==> src/rtl/lz4bd_pkg.sv <==
// Shared types and constants for the LZ4 block decompressor.
// No dependencies; used by every module of the block.
`timescale 1ns / 1ps

package lz4bd_pkg;

  // Command codes carried in the cmd field of an input transaction.
  localparam logic CMD_BYTE    = 1'b0;
  localparam logic CMD_ADVANCE = 1'b1;

  // Sticky error codes.
  localparam logic [1:0] ERR_NONE      = 2'd0;
  localparam logic [1:0] ERR_OFFSET    = 2'd1;
  localparam logic [1:0] ERR_TRUNCATED = 2'd2;
  localparam logic [1:0] ERR_COMMAND   = 2'd3;

  // The produced-byte count saturates here, whatever the window size.
  localparam int unsigned PRODUCED_W   = 17;
  localparam logic [PRODUCED_W-1:0] PRODUCED_MAX = 17'd65536;

  localparam logic [7:0] BYTE_ALL_ONES = 8'hFF;
  localparam logic [3:0] NIBBLE_EXT    = 4'hF;
  localparam logic [3:0] MIN_MATCH     = 4'd4;

  typedef struct packed {
    logic       cmd;
    logic [7:0] in_byte;
    logic       last_byte;
  } in_t;

  typedef struct packed {
    logic [7:0] out_byte;
    logic       out_valid;
    logic       match_pending;
    logic       done_res;
    logic [1:0] error_code;
  } out_t;

  // Per-transaction control handed from the decoder to the history stage.
  typedef struct packed {
    logic [7:0] lit_byte;
    logic       copy;
    logic       wen;
    logic       match_pending;
    logic       done;
    logic [1:0] error;
  } step_t;

endpackage

==> src/rtl/lz4bd_ctrl.sv <==
// Sequence decoder of the LZ4 block decompressor: token, lengths, offset.
// Depends on lz4bd_pkg.
`timescale 1ns / 1ps

module lz4bd_ctrl #(
  parameter int WINDOW_BYTES = 65536,
  parameter int LENGTH_BITS  = 32
) (
  input  logic                            clk_i,
  input  logic                            rst_ni,
  input  logic                            accept_i,
  input  lz4bd_pkg::in_t                  in_data_i,
  output lz4bd_pkg::step_t                step_o,
  output logic [$clog2(WINDOW_BYTES)-1:0] rd_addr_o,
  output logic [$clog2(WINDOW_BYTES)-1:0] wr_addr_o
);

  localparam int AW    = $clog2(WINDOW_BYTES);
  localparam int IDX_W = AW + 2;
  localparam int PW    = lz4bd_pkg::PRODUCED_W;

  typedef enum logic [2:0] {
    PH_TOKEN, PH_LIT_EXT, PH_LIT, PH_OFF_LO, PH_OFF_HI, PH_MATCH_EXT, PH_MATCH
  } phase_e;

  phase_e                 phase_q, phase_d;
  logic [AW-1:0]          wp_q, wp_d;
  logic [PW-1:0]          prod_q, prod_d;
  logic [LENGTH_BITS-1:0] lit_q, lit_d;
  logic [LENGTH_BITS-1:0] ml_q, ml_d;
  logic [15:0]            dist_q, dist_d;
  logic [3:0]             nib_q, nib_d;
  logic                   fin_q, fin_d;
  logic [1:0]             err_q, err_d;

  logic [1:0]             fail_code;
  logic                   produce;
  logic                   copy;
  logic [7:0]             b;
  logic                   last;
  logic [15:0]            full_dist;
  logic                   bad_offset;
  logic [LENGTH_BITS:0]   lit_sum;
  logic [LENGTH_BITS:0]   ml_sum;
  logic [AW:0]            wp_inc;
  logic [IDX_W-1:0]       idx_raw;
  logic [IDX_W-1:0]       idx_wrap;

  assign b    = in_data_i.in_byte;
  assign last = in_data_i.last_byte;

  assign full_dist  = {b, dist_q[7:0]};
  assign bad_offset = (full_dist == 16'd0) || ({1'b0, full_dist} > prod_q) ||
                      ({1'b0, full_dist} > PW'(WINDOW_BYTES));

  // Saturating length adds; the match extension folds in the minimum match of
  // four on its closing byte, which gives the same saturated total.
  assign lit_sum = {1'b0, lit_q} + (LENGTH_BITS+1)'(b);
  assign ml_sum  = {1'b0, ml_q} + (LENGTH_BITS+1)'(b) +
                   (((b != lz4bd_pkg::BYTE_ALL_ONES) && !last)
                    ? (LENGTH_BITS+1)'(lz4bd_pkg::MIN_MATCH) : '0);

  assign wp_inc = {1'b0, wp_q} + (AW+1)'(1);

  // Copy source: write pointer minus distance, modulo the window.
  assign idx_raw  = IDX_W'(wp_q) + IDX_W'(WINDOW_BYTES) - IDX_W'(dist_q);
  assign idx_wrap = (idx_raw >= IDX_W'(WINDOW_BYTES)) ? idx_raw - IDX_W'(WINDOW_BYTES)
                                                      : idx_raw;
  assign rd_addr_o = idx_wrap[AW-1:0];
  assign wr_addr_o = wp_q;

  always_comb begin
    phase_d   = phase_q;
    wp_d      = wp_q;
    prod_d    = prod_q;
    lit_d     = lit_q;
    ml_d      = ml_q;
    dist_d    = dist_q;
    nib_d     = nib_q;
    fin_d     = fin_q;
    err_d     = err_q;
    fail_code = lz4bd_pkg::ERR_NONE;
    produce   = 1'b0;
    copy      = 1'b0;

    if (err_q == lz4bd_pkg::ERR_NONE && !fin_q) begin
      if (in_data_i.cmd == lz4bd_pkg::CMD_ADVANCE) begin
        if (phase_q != PH_MATCH) begin
          fail_code = lz4bd_pkg::ERR_COMMAND;
        end else begin
          produce = 1'b1;
          copy    = 1'b1;
          ml_d    = ml_q - LENGTH_BITS'(1);
          if (ml_q == LENGTH_BITS'(1)) phase_d = PH_TOKEN;
        end
      end else begin
        unique case (phase_q)
          PH_TOKEN: begin
            nib_d = b[3:0];
            if (b[7:4] == lz4bd_pkg::NIBBLE_EXT) begin
              lit_d   = LENGTH_BITS'(lz4bd_pkg::NIBBLE_EXT);
              phase_d = PH_LIT_EXT;
              if (last) fail_code = lz4bd_pkg::ERR_TRUNCATED;
            end else if (b[7:4] == 4'd0) begin
              if (last) fin_d = 1'b1;
              else phase_d = PH_OFF_LO;
            end else begin
              lit_d   = LENGTH_BITS'(b[7:4]);
              phase_d = PH_LIT;
              if (last) fail_code = lz4bd_pkg::ERR_TRUNCATED;
            end
          end
          PH_LIT_EXT: begin
            lit_d = lit_sum[LENGTH_BITS] ? '1 : lit_sum[LENGTH_BITS-1:0];
            if (b != lz4bd_pkg::BYTE_ALL_ONES) phase_d = PH_LIT;
            if (last) fail_code = lz4bd_pkg::ERR_TRUNCATED;
          end
          PH_LIT: begin
            produce = 1'b1;
            lit_d   = lit_q - LENGTH_BITS'(1);
            if (lit_q == LENGTH_BITS'(1)) begin
              if (last) fin_d = 1'b1;
              else phase_d = PH_OFF_LO;
            end else if (last) begin
              fail_code = lz4bd_pkg::ERR_TRUNCATED;
            end
          end
          PH_OFF_LO: begin
            dist_d = {8'd0, b};
            if (last) fail_code = lz4bd_pkg::ERR_TRUNCATED;
            else phase_d = PH_OFF_HI;
          end
          PH_OFF_HI: begin
            dist_d = full_dist;
            if (bad_offset) begin
              fail_code = lz4bd_pkg::ERR_OFFSET;
            end else if (last) begin
              fail_code = lz4bd_pkg::ERR_TRUNCATED;
            end else if (nib_q == lz4bd_pkg::NIBBLE_EXT) begin
              ml_d    = LENGTH_BITS'(lz4bd_pkg::NIBBLE_EXT);
              phase_d = PH_MATCH_EXT;
            end else begin
              ml_d    = LENGTH_BITS'(nib_q) + LENGTH_BITS'(lz4bd_pkg::MIN_MATCH);
              phase_d = PH_MATCH;
            end
          end
          PH_MATCH_EXT: begin
            ml_d = ml_sum[LENGTH_BITS] ? '1 : ml_sum[LENGTH_BITS-1:0];
            if (last) fail_code = lz4bd_pkg::ERR_TRUNCATED;
            else if (b != lz4bd_pkg::BYTE_ALL_ONES) phase_d = PH_MATCH;
          end
          default: begin
            // A compressed byte while match bytes are still owed.
            fail_code = lz4bd_pkg::ERR_COMMAND;
          end
        endcase
      end

      if (fail_code != lz4bd_pkg::ERR_NONE) begin
        err_d   = fail_code;
        phase_d = PH_TOKEN;
      end

      if (produce) begin
        wp_d = (wp_inc == (AW+1)'(WINDOW_BYTES)) ? '0 : wp_inc[AW-1:0];
        if (prod_q < lz4bd_pkg::PRODUCED_MAX) prod_d = prod_q + PW'(1);
      end
    end
  end

  always_comb begin
    step_o.lit_byte      = b;
    step_o.copy          = copy;
    step_o.wen           = produce;
    step_o.match_pending = (err_d == lz4bd_pkg::ERR_NONE) && !fin_d && (phase_d == PH_MATCH);
    step_o.done          = fin_d;
    step_o.error         = err_d;
  end

  always_ff @(posedge clk_i or negedge rst_ni) begin
    if (!rst_ni) begin
      phase_q <= PH_TOKEN;
      wp_q    <= '0;
      prod_q  <= '0;
      lit_q   <= '0;
      ml_q    <= '0;
      dist_q  <= '0;
      nib_q   <= '0;
      fin_q   <= 1'b0;
      err_q   <= lz4bd_pkg::ERR_NONE;
    end else if (accept_i) begin
      phase_q <= phase_d;
      wp_q    <= wp_d;
      prod_q  <= prod_d;
      lit_q   <= lit_d;
      ml_q    <= ml_d;
      dist_q  <= dist_d;
      nib_q   <= nib_d;
      fin_q   <= fin_d;
      err_q   <= err_d;
    end
  end

endmodule

==> config.mk <==
export PLATFORM = sky130hd
export DESIGN_NAME = lz4bd_ctrl
export DESIGN_NICKNAME = d
export VERILOG_FILES = /design/src/rtl/lz4bd_pkg.sv /design/src/rtl/lz4bd_ctrl.sv
export SDC_FILE = /design/constraint.sdc
export NUM_CORES = 1
export LEC_CHECK = 0
export ABC_CLOCK_PERIOD_IN_PS = 2900
export BUFFER_PORTS_ARGS = -buffer_cell sky130_fd_sc_hd__clkbuf_2
export CAP_MARGIN = 20
export CORE_UTILIZATION = 25
export CTS_CLUSTER_DIAMETER = 80
export DETAILED_ROUTE_END_ITERATION = 6
export GPL_ROUTABILITY_DRIVEN = 0
export PLACE_DENSITY_LB_ADDON = 0.25
export SYNTH_ARGS = -nofsm -noshare
export SYNTH_HDL_FRONTEND = slang
export SYNTH_SLANG_ARGS = --single-unit
export TNS_END_PERCENT = 1
==> constraint.sdc <==
create_clock -name clk_i -period 2.9 [get_ports clk_i]
set_clock_uncertainty 0.2 [all_clocks]
set_input_delay 0.29 -clock clk_i [delete_from_list [all_inputs] [get_ports clk_i]]
set_output_delay 0.29 -clock clk_i [all_outputs]
set_load 0.01 [all_outputs]
After elaboration in Yosys (flattened, before gate mapping)
Cells that the tools add are included.
{"block": "word_totals", "in_bits": 13, "ff_bits": 123, "word_cells": 127}
{"block": "classes", "mux": 57, "addsub": 11, "eq_ne": 17, "n_bitwise": 2, "n_lt_le_gt_ge": 4, "reduce_logical": 26}
{"operator": "32-bit two-way mux", "n": 8}
{"operator": "32-bit case mux with 3 select lines", "n": 1}
{"operator": "32-bit by 8-bit adder with 33-bit output", "n": 2}
{"operator": "32-bit by 1-bit equality test with 1-bit output (second input constant)", "n": 2}
{"operator": "32-bit case mux with 2 select lines", "n": 1}
{"operator": "32-bit by 1-bit subtractor with 32-bit output (second input constant)", "n": 2}
{"operator": "3-bit two-way mux", "n": 16}
{"operator": "33-bit by 3-bit adder with 33-bit output", "n": 1}
{"operator": "16-bit two-way mux", "n": 2}
{"operator": "16-bit case mux with 2 select lines", "n": 1}
{"operator": "2-bit two-way mux", "n": 11}
{"operator": "16-bit by 17-bit adder with 18-bit output (second input constant)", "n": 1}
{"operator": "18-bit by 17-bit greater-or-equal comparator with 1-bit output (second input constant)", "n": 1}
{"operator": "3-bit case mux with 6 select lines", "n": 1}
{"operator": "18-bit by 16-bit subtractor with 18-bit output", "n": 1}
{"operator": "16-bit by 1-bit adder with 17-bit output (second input constant)", "n": 1}
{"operator": "17-bit by 1-bit adder with 17-bit output (second input constant)", "n": 1}
{"operator": "17-bit equality test (second input constant)", "n": 1}
{"operator": "16-bit by 17-bit > comparator with 1-bit output", "n": 1}
{"operator": "16-bit by 17-bit > comparator with 1-bit output (second input constant)", "n": 1}
{"operator": "17-bit < comparator (second input constant)", "n": 1}
{"operator": "16-bit zero test", "n": 1}
{"operator": "16-bit by 1-bit subtractor with 16-bit output (second input constant)", "n": 1}
{"operator": "1-bit two-way mux", "n": 13}
{"operator": "25 further kinds", "n": 45}

Logic depth before layout (Yosys ltp)
Gate-level depths: netlist of the first run.
{"block": "logic_depth", "ltp_word": 13, "ltp_mapped": 13, "mapped_depth_nobuf": 12}

Worst setup path before layout of the first run
OpenSTA, ideal clock, no wires.
{"block": "synth_path", "path_type": "in2reg", "start": "in in_data_i[7] in the netlist's numbering", "end": "reg ml_q[0]", "n_path_buf": 1, "t_arrival_ps": 3337, "required_time_ps": 2613, "setup_ps": 87, "slack_ps": -723, "stages": 13, "path_cell_list": "nand4_1 or2_2 and2_1 fa_1 ha_1 a21oi_1 a2bb2oi_1 a2111oi_4 and3_1 clkbuf_1 nor3_1 or4_1 o211ai_1"}
{"block": "synth_via", "elab_chain_len": 7}
{"item": "start: declaration", "line": "lz4bd_ctrl.sv:12", "source": "input lz4bd_pkg::in_t in_data_i,"}
{"item": "parallel branches: the longest is 7 deep, another holds 32-bit by 8-bit adder with 33-bit output"}
{"item": "end signal: assignment", "line": "lz4bd_ctrl.sv:196", "source": "ml_q <= ml_d;"}
{"item": "end: declaration", "line": "lz4bd_ctrl.sv:30", "source": "logic [LENGTH_BITS-1:0] ml_q, ml_d;"}
Parallel ways; which one is timed is not known.
A chain may end at the register's enable or synchronous reset.

==> results of run 1 <==
## layout by cell type, fill, tap and decap left out, types with 8 or more instances in the layout
| master | synthesis | layout |
|---|---|---|
| buf_4 | 11 | 271 |
| nand2_1 | 128 | 127 |
| dfrtp_1 | 123 | 121 |
| nor2_1 | 104 | 102 |
| o21ai_0 | 100 | 87 |
| a21oi_1 | 81 | 71 |
| inv_1 | 64 | 63 |
| nand3_1 | 65 | 63 |
| ha_1 | 61 | 57 |
| xnor2_1 | 53 | 53 |
| clkbuf_2 | 3 | 51 |
| nor3_1 | 46 | 41 |
| nand4_1 | 37 | 37 |
| nor4_1 | 33 | 30 |
| a31oi_1 | 31 | 30 |
| and3_1 | 22 | 21 |
| clkbuf_16 | 0 | 17 |
| xor2_1 | 16 | 16 |
| or3_1 | 16 | 14 |
| o21a_1 | 13 | 13 |
| and2_1 | 15 | 13 |
| o211ai_1 | 12 | 12 |
| nand2b_1 | 12 | 12 |
| a21o_1 | 12 | 12 |
| o21ai_1 | 0 | 12 |
| nor2b_1 | 10 | 9 |
| a41oi_1 | 9 | 9 |
| a21oi_2 | 0 | 8 |
| and4_1 | 9 | 8 |
| mux2i_1 | 8 | 8 |
| o31ai_1 | 10 | 8 |
| a22o_1 | 8 | 8 |
## per-layer routing
layer | part of all wire (%) | GRT usage (%) | wire length [um] | vias to the layer above
met4 | 2.4 | 6.77 | 948 | 0
met2 | 47 | 29.3 | 18100 | 345
met3 | 4.5 | 1.95 | 1740 | 53
met5 | 0 | 0 | 0 | -
li1 | - | - | - | 5486
met1 | 47 | 24.5 | 18200 | 5501
## where the power goes
part	switching [W]	internal (W)	leakage [nW]
Sequential	0.000161	0.00186	1.59
Clock	0.000875	0.00142	0.300
Combinational	0.00167	0.00134	4.29
## cell type report
cell class	instances	area, um^2	share of cell area [%]
Multi-Input combinational cell	1061	7240	50.7
Sequential cell	123	3080	21.6
Timing Repair Buffer	337	2450	17.1
Tap cell	532	666	4.66
Clock buffer	22	474	3.32
Inverter	65	244	1.71
Clock inverter	10	139	0.972
## registers in the layout (all words and copies together) (netlist names)
name / count
phase_q: 3
wr_addr_o: 16
prod_q: 17
ml_q: 32
dist_q: 16
fin_q: 1
err_q: 2
lit_q: 32
nib_q: 4
## worst min-delay path by stage
stage / from / endpoint / slack, ps / cells past startpoint
2_1_floorplan: rst_ni / dist_q[0] / -210 / 0
3_3_place_gp: rst_ni / ml_q[30] / 100 / 1
3_5_place_dp: rst_ni / ml_q[28] / 110 / 1
4_1_cts: accept_i / fin_q / 30 / 3
5_1_grt: accept_i / fin_q / 50 / 3
6_report: accept_i / fin_q / 60 / 3
## cells by family (layout without fill, tap and decap cells)
family	count (synthesis)	in the layout
DFF	123	123
buffers and inverters	147	434
xor gates and xnor gates	69	69
AOI/OAI and AO/OA	376	376
muxes	14	14
adders and majority gates	65	65
and+or+nand+nor	537	537
## critical path, stage by stage, from the launching register on
cell,delay (ps)
dfrtp_1,380
buf_4,150
nor4_1,320
buf_4,190
and4_1,210
buf_4,130
nor3_2,40
buf_4,140
o31ai_4,260
nand2_2,120
nor4_4,330
buf_2,190
## per-stage QoR
| stage | utilization [%] | hold slack, ps |
|---|---|---|
| 2_1_floorplan | - | -206 |
| 3_3_place_gp | 32.2 | 101 |
| 3_5_place_dp | 32.2 | 107 |
| 4_1_cts | 34.3 | 34.7 |
| 5_1_grt | 34.6 | 53.4 |
| 6_report | 34.6 | 57.1 |
## what timing repair did
| action | CTS | global route |
|---|---|---|
| buffers inserted | 1 | 1 |
| pin swaps | 27 | 19 |
| hold buffers | 1 | 0 |
| endpoints found under the hold margin | 52 | 0 |
| gates resized for setup | 57 | 33 |
| setup endpoints to repair | 49 | 84 |
==> flow_summary_export.csv, run 1 <==
group,metric,value,unit
detailed_routing,viasPerCell,5.30,
detailed_routing,dr.pass1.iters,5,
power_and_ir_drop,power,0.00732,W
layout,fin_area,0.0143,mm^2
detailed_routing,vias,11400,
floorplanning,ios,59,
logic_synthesis,yosys_register_bits,123,
clock_network,root_buffer,"clkbuf_16",
clock_network,clockBufferDepth,2,
detailed_routing,wl_per_cell,18.1,um
logic_synthesis,yosys.area.top_type,"dfrtp_1",
min_path,min_path_type,"primary input to flop",
grt,grt_pass1_wl,61.3,mm
logic_synthesis,ys_seq_area_share,29.1,%
logic_synthesis,yosys.area.top_type_share,29.1,%
detailed_routing,ant_nets,0,
clock_network,clock_insertion_delay_worst_skew,450,ps
setup_path,crit_path_end_kind,"output pin",
logic_synthesis,synth_compound_area_share,23.7,%
outcome,failed_checks,"negative setup slack",
logic_synthesis,async_reset_ff_share,100,%
timing,period_share,118,%
floorplanning,die_w,208,um
power_and_ir_drop,p_leak,6.18,nW
setup_path,cp.required,2410,ps
detailed_routing,drt_iter0_markers,882,
layout,areaGrowthSynthToFinish,35.2,%
timing,finalSetupViolations,41,
power_and_ir_drop,peakVddDrop,0.000431,V
detailed_routing,drt_wl_total,39.0,mm
setup_path,cp_max_fo,3,
power_and_ir_drop,p_per_area,512,mW/mm^2
logic_synthesis,synth_edf_count,0,
flow_run,cap_violations,0,
layout,fillerInstances,4280,
layout,drive_gt1_share,28.2,%
place,place_ws,-859,ps
timing,finalMaxSlewViolations,0,
clock_network,clk_pin_slew,60,ps
floorplanning,row_count,74,
logic_synthesis,synthTopCellsByArea,"dfrtp_1, ha_1, o21ai_0",
outcome,outcome,"complete, but fails checks",
timing,fin_crit,3410,ps
logic_synthesis,syn_avg_cell_area,7.94,um^2
timing,setup_ws,-513,ps
setup_path,rrSetupSlack,-100,ps
setup_path,r2r-end,"ml_q[0]",
floorplanning,initial_core_util,25.6,%
setup_path,startpoint_type,"flop",
setup_path,reg2reg_from,"ml_q[2]",
floorplanning,die_area,0.0431,mm^2
layout,instances_no_fill,2150,
timing,slew_headroom,60.4,%
logic_synthesis,synth_nets,1409,
logic_synthesis,synthMuxAreaShare,1.40,%
logic_synthesis,yosysMostFrequentCell,"nand2_1",
clock_network,cts.sinks,123,
logic_synthesis,synth_top_family_by_area,"simple AND/OR/NAND/NOR gates",
floorplanning,die-height,208,um
logic_synthesis,syn_inst,1331,
logic_synthesis,ys_warn_count,0,
setup_path,crit_type,"flop to output pin",
layout,n_antenna_cell,0,
detailed_routing,drc,0,
timing,hold_viol,0,
grt,antenna_found_initial,0,
clock_network,cts_tree,"built",
timing,tightest_slew,595,ps
setup_path,crit_end,"step_o[3]",
grt,grt.overflow.total,0,
timing,fin_setup_tns,-8850,ps
clock_network,htree_levels,4,
setup_path,critPathLaunch,"dist_q[3]",
logic_synthesis,synth_area,0.0106,mm^2
clock_network,cts_buffers,17,
place,place_hpwl,29.4,mm
timing,rsz0062_at_grt,"true",
grt,track_usage,18.0,%
logic_synthesis,ys_types,84,
layout,final_nets,1683,
grt,grt_pass1_vias,10900,
setup_path,r2r_cells,10,
logic_synthesis,ys.flop_type,"dfrtp_1",
place,dp_cells,2116,
logic_synthesis,synth_fa_ha_area_share,7.98,%
logic_synthesis,synth_common_cells,"nand2_1, dfrtp_1, nor2_1",
grt,grt_max_degree,57,
logic_synthesis,synthSimpleGateAreaFrac,26.2,%
logic_synthesis,synth_xor_area_share,5.72,%
place,io_buffers,58,
floorplanning,core,0.0413,mm^2
setup_path,arrival,2920,ps
place,post_dp_cell_area,0.0133,mm^2
timing,max_freq,0.293,GHz
Power figures use the tool's default switching activity.
==> inputs of run 2 (changes only) <==
--- a/config.mk
+++ b/config.mk
@@ -8,11 +8,12 @@
 export ABC_CLOCK_PERIOD_IN_PS = 2900
 export BUFFER_PORTS_ARGS = -buffer_cell sky130_fd_sc_hd__clkbuf_2
 export CAP_MARGIN = 20
-export CORE_UTILIZATION = 25
+export CORE_UTILIZATION = 45
 export CTS_CLUSTER_DIAMETER = 80
 export DETAILED_ROUTE_END_ITERATION = 6
 export GPL_ROUTABILITY_DRIVEN = 0
 export PLACE_DENSITY_LB_ADDON = 0.25
+export SKIP_LAST_GASP = 1
 export SYNTH_ARGS = -nofsm -noshare
 export SYNTH_HDL_FRONTEND = slang
 export SYNTH_SLANG_ARGS = --single-unit
==> flow_summary_export.csv, run 2 (synthesis gave the netlist of run 1 again) <==
group,metric,value,unit
power_and_ir_drop,p_per_area,516,mW/mm^2
layout,n_antenna_cell,0,
grt,track_usage,29.3,%
timing,hold_viol,0,
place,post_dp_cell_area,0.0127,mm^2
timing,setup_ws,-430,ps
floorplanning,initial_core_util,46.3,%
place,io_buffers,58,
setup_path,arrival,2840,ps
clock_network,clk_pin_slew,60,ps
place,dp_cells,1855,
floorplanning,core,0.0228,mm^2
layout,fin_area,0.0136,mm^2
timing,fin_crit,3330,ps
timing,fin_setup_tns,-11260,ps
place,place_hpwl,25.1,mm
timing,max_freq,0.300,GHz
clock_network,root_buffer,"clkbuf_16",
clock_network,cts_buffers,17,
timing,period_share,115,%
layout,final_nets,1647,
grt,grt_pass1_wl,56.3,mm
timing,worst_hold_slack,41.9,ps
layout,instances_no_fill,1895,
outcome,outcome,"complete, but fails checks",
detailed_routing,viasPerCell,6.07,
power_and_ir_drop,peakVddDrop,0.000415,V
outcome,failed_checks,"negative setup slack",
detailed_routing,drt_wl_total,34.6,mm
grt,grt_pass1_vias,10900,
setup_path,crit_type,"flop to output pin",
flow_run,cap_violations,0,
detailed_routing,drc,0,
clock_network,clock_insertion_delay_worst_skew,430,ps
timing,tightest_slew,612,ps
setup_path,startpoint_type,"flop",
min_path,min_path_type,"primary input to flop",
floorplanning,row_count,55,
timing,finalMaxSlewViolations,0,
floorplanning,die-height,155,um
power_and_ir_drop,power,0.00699,W
setup_path,crit_path_end_kind,"output pin",
clock_network,clockBufferDepth,2,
clock_network,htree_levels,4,
floorplanning,die_w,155,um
layout,layout_commonest_cell,"buf_4",
timing,slew_headroom,59.0,%
grt,antenna_found_initial,0,
detailed_routing,vias,11500,
detailed_routing,dr.pass1.iters,5,
floorplanning,die_area,0.0241,mm^2
setup_path,cp.required,2410,ps
detailed_routing,drt_iter0_markers,1096,
clock_network,cts.sinks,123,
grt,grt_max_degree,86,
layout,layout_common_cells,"buf_4, nand2_1, dfrtp_1",
timing,rsz0062_at_grt,"true",
layout,reg_top3,"lit_q x32, ml_q x32, prod_q x17",
power_and_ir_drop,p_leak,5.96,nW
floorplanning,ios,59,
layout,areaGrowthSynthToFinish,28.3,%
setup_path,cp_max_fo,2,
timing,finalSetupViolations,53,
layout,drive_gt1_share,24.8,%
detailed_routing,ant_nets,0,
detailed_routing,wl_per_cell,18.3,um
grt,grt.overflow.total,0,
clock_network,cts_tree,"built",
## run 2: layout make-up
cell class	instances	area, um^2
fill	2042	9290
multi-input combinational	1061	7090
sequential	123	3080
timing repair buffer	301	2150
clock buffer	18	439
tap	313	392
inverter	65	244
clock inverter	14	161
## run 2: routing by layer
metal / part of all wire (%) / GRT usage [%] / vias to the layer above / wire, um
li1: - / - / 5430 / -
met1: 43 / 37.8 / 5478 / 14800
met2: 47 / 48.9 / 508 / 16200
met3: 7.1 / 4.40 / 86 / 2470
met4: 3.4 / 12.5 / 0 / 1170
met5: 0 / 0 / - / 0
## run 2: power breakdown
part	internal, W	leakage (nW)	switching [W]	total (W)
clock	0.00131	0.290	0.000900	0.00221
sequential	0.00186	1.59	0.000151	0.00201
combinational	0.00123	4.08	0.00155	0.00277
## run 2: final timing paths
check / from / end / slack [ps] / cells after the start
min in group asynchronous: rst_ni / lit_q[9] / 130 / 2
worst min-delay path: accept_i / phase_q[2] / 40 / 3
max in group asynchronous: rst_ni / dist_q[9] / 1540 / 3
worst max-delay path: lit_q[26] / step_o[3] / -430 / 9
worst max register to register: ml_q[2] / ml_q[29] / -140 / 10
worst min register to register: dist_q[8] / dist_q[8] / 300 / 1
## run 2: critical path, stage by stage (launching register included)
cell      delay (ps)
dfrtp_1          370
or4_4            540
or3_1            370
o22ai_2          140
o211ai_2         130
o31ai_4          230
nand2_2          120
nor4_4           220
buf_4            170
clkbuf_2         130
## run 2: repair_timing
action                                  CTS  global route
hold buffers                              2             0
gates resized for setup                  18            14
pin swaps                                10             9
endpoints found under the setup margin   50            79
setup buffers                             4             2
hold endpoints to repair                 39             0
## run 2: metrics by stage
| step | util, % | setup slack (ps) |
|---|---|---|
| 4_1_cts | 58.9 | -453 |
| 5_1_grt | 59.3 | -572 |
| 6_report | 59.3 | -430 |
| 3_3_place_gp | 55.7 | -777 |
| 3_5_place_dp | 55.7 | -825 |
| 2_1_floorplan | - | -503 |
==> inputs of run 3 (changes only) <==
--- a/config.mk
+++ b/config.mk
@@ -5,7 +5,7 @@
 export SDC_FILE = /design/constraint.sdc
 export NUM_CORES = 1
 export LEC_CHECK = 0
-export ABC_CLOCK_PERIOD_IN_PS = 2900
+export ABC_CLOCK_PERIOD_IN_PS = 3700
 export BUFFER_PORTS_ARGS = -buffer_cell sky130_fd_sc_hd__clkbuf_2
 export CAP_MARGIN = 20
 export CORE_UTILIZATION = 45
@@ -17,4 +17,3 @@
 export SYNTH_ARGS = -nofsm -noshare
 export SYNTH_HDL_FRONTEND = slang
 export SYNTH_SLANG_ARGS = --single-unit
-export TNS_END_PERCENT = 1
==> constraint.sdc (replaced) <==
create_clock -name clk_i -period 3.7 [get_ports clk_i]
set_clock_uncertainty 0.2 [all_clocks]
set_input_delay 0.37 -clock clk_i [delete_from_list [all_inputs] [get_ports clk_i]]
set_output_delay 0.37 -clock clk_i [all_outputs]
set_load 0.01 [all_outputs]
==> flow_summary_export.csv, run 3 (synthesis gave the netlist of run 1 again) <==
group,metric,value,unit
detailed_routing,dr.pass1.iters,6,
detailed_routing,wl_per_cell,18.5,um
clock_network,clock_insertion_delay_worst_skew,430,ps
detailed_routing,viasPerCell,6.22,
place,post_dp_cell_area,0.0115,mm^2
timing,period_share,98.4,%
floorplanning,die_area,0.0241,mm^2
timing,tightest_slew,942,ps
timing,finalSetupViolations,0,
place,io_buffers,58,
clock_network,htree_levels,4,
power_and_ir_drop,p_switching,0.00193,W
grt,grt.overflow.total,0,
timing,slew_headroom,37.2,%
setup_path,cp_max_fo,8,
layout,layout_commonest_cell,"nand2_1",
floorplanning,ios,59,
grt,track_usage,27.8,%
timing,finalMaxSlewViolations,0,
floorplanning,core,0.0228,mm^2
detailed_routing,drc,0,
power_and_ir_drop,p_int,0.00311,W
timing,fin_crit,3640,ps
floorplanning,die-height,155,um
layout,fillerInstances,2176,
timing,hold_viol,0,
detailed_routing,drt_iter0_markers,1151,
layout,layout_common_cells,"nand2_1, dfrtp_1, nor2_1",
setup_path,crit_path_end_kind,"output pin",
clock_network,clockBufferDepth,2,
detailed_routing,drt_wl_total,32.1,mm
clock_network,cts.sinks,123,
layout,areaGrowthSynthToFinish,14.8,%
setup_path,arrival,3070,ps
setup_path,cp.required,3130,ps
power_and_ir_drop,seqPwrFrac,32.0,%
layout,final_nets,1487,
floorplanning,row_count,55,
grt,grt_pass1_wl,53.0,mm
detailed_routing,vias,10800,
flow_run,cap_violations,0,
floorplanning,die_w,155,um
clock_network,clk_pin_slew,60,ps
grt,antenna_found_initial,0,
power_and_ir_drop,peakVddDrop,0.000270,V
grt,grt_pass1_vias,10300,
outcome,outcome,"finished clean",
grt,grt_max_degree,95,
layout,multi_input_area,0.00693,mm^2
power_and_ir_drop,combPwrFrac,35.8,%
floorplanning,initial_core_util,46.3,%
layout,n_antenna_cell,0,
layout,fin_area,0.0121,mm^2
detailed_routing,ant_nets,0,
min_path,min_path_type,"primary input to flop",
layout,drive_gt1_share,15.1,%
layout,reg_top3,"lit_q x32, ml_q x32, prod_q x17",
setup_path,startpoint_type,"flop",
clock_network,cts_tree,"built",
power_and_ir_drop,p_leak,5.11,nW
power_and_ir_drop,clkPwrFrac,32.3,%
clock_network,root_buffer,"clkbuf_16",
place,place_hpwl,22.9,mm
timing,max_freq,0.275,GHz
timing,rsz0062_at_grt,"true",
timing,worst_hold_slack,47.6,ps
power_and_ir_drop,swShare,38.3,%
clock_network,cts_buffers,17,
layout,instances_no_fill,1734,
power_and_ir_drop,p_per_area,415,mW/mm^2
place,dp_cells,1700,
setup_path,crit_type,"flop to output pin",
layout,regArea,0.00308,mm^2
run 3: cell types whose count changed in the layout (fill, tap and decap cells not counted), moves of 2 or more:
cell       previous run  this run
a2bb2oi_1             6         8
nand3_2               2         0
ha_4                  4         0
nor4_1               28        31
nand3_1              63        65
a21oi_1              78        80
a21oi_2               3         1
nor4_4                5         2
buf_4               239        81
ha_1                 57        61
clkinv_2              1         3
run 3: power by group through the flow:
| stage | logic, W | registers, W | clock network [W] |
|---|---|---|---|
| 5_1_grt | 0.00199 | 0.00163 | 0.00171 |
| 2_1_floorplan | 0.00122 | 0.00158 | 0 |
| 3_5_place_dp | 0.00174 | 0.00163 | 0 |
| 6_report | 0.00180 | 0.00161 | 0.00163 |
| 4_1_cts | 0.00176 | 0.00161 | 0.00166 |
| 3_3_place_gp | 0.00171 | 0.00163 | 0 |
run 3: stage by stage:
step           setup TNS [ps]  setup WS [ps]  total power [W]  util (%)
3_3_place_gp            -1740           -333          0.00334      50.3
4_1_cts                     0           20.3          0.00502      52.9
3_5_place_dp            -2510           -384          0.00337      50.3
6_report                    0           57.6          0.00504      53.1
2_1_floorplan               0           50.5          0.00280         -
5_1_grt                  -126           -126          0.00533      53.1
run 3: final cells by class:
type / instances / area share, %
clock inverters: 13 / 0.990
well taps: 313 / 3.23
clock buffers: 18 / 3.62
repair buffers: 141 / 7.70
flip-flops and latches: 123 / 25.4
inverters: 65 / 2.01
multi-input cells: 1061 / 57.1
run 3: worst paths after layout:
kind	startpoint	cells after the start	slack, ps	endpoint
worst max-delay path	lit_q[26]	9	60	step_o[3]
worst min-delay path	accept_i	2	50	fin_q
worst max register to register	lit_q[0]	11	420	lit_q[1]
worst min register to register	prod_q[9]	1	280	prod_q[9]
max in group asynchronous	rst_ni	3	2040	dist_q[8]
min in group asynchronous	rst_ni	2	390	lit_q[13]
run 3: critical path: stages (launching register included):
cell      delay [ps]
dfrtp_2          460
or4_4            570
or3_4            380
o22ai_2          140
o211ai_2         130
o31ai_4          270
nand2_2          120
nor4_2           280
buf_4            170
clkbuf_2         130
run 3: repair_timing:
item | CTS | global route
pin swaps | 1 | 1
cloned | 0 | 0
endpoints found under the setup margin | 1 | 9
hold endpoints to repair | 92 | 0
setup buffers | 1 | 1
resized for setup | 6 | 9
hold buffers | 1 | 0
run 3: metal layers:
metal  global-route usage (%)  part of all wire (%)  vias to the layer above
li1                         -                     -                     5095
met3                     4.93                   6.7                       91
met4                     12.2                   3.5                        0
met2                     45.1                    46                      445
met1                     36.3                    44                     5149
met5                        0                     0                        -
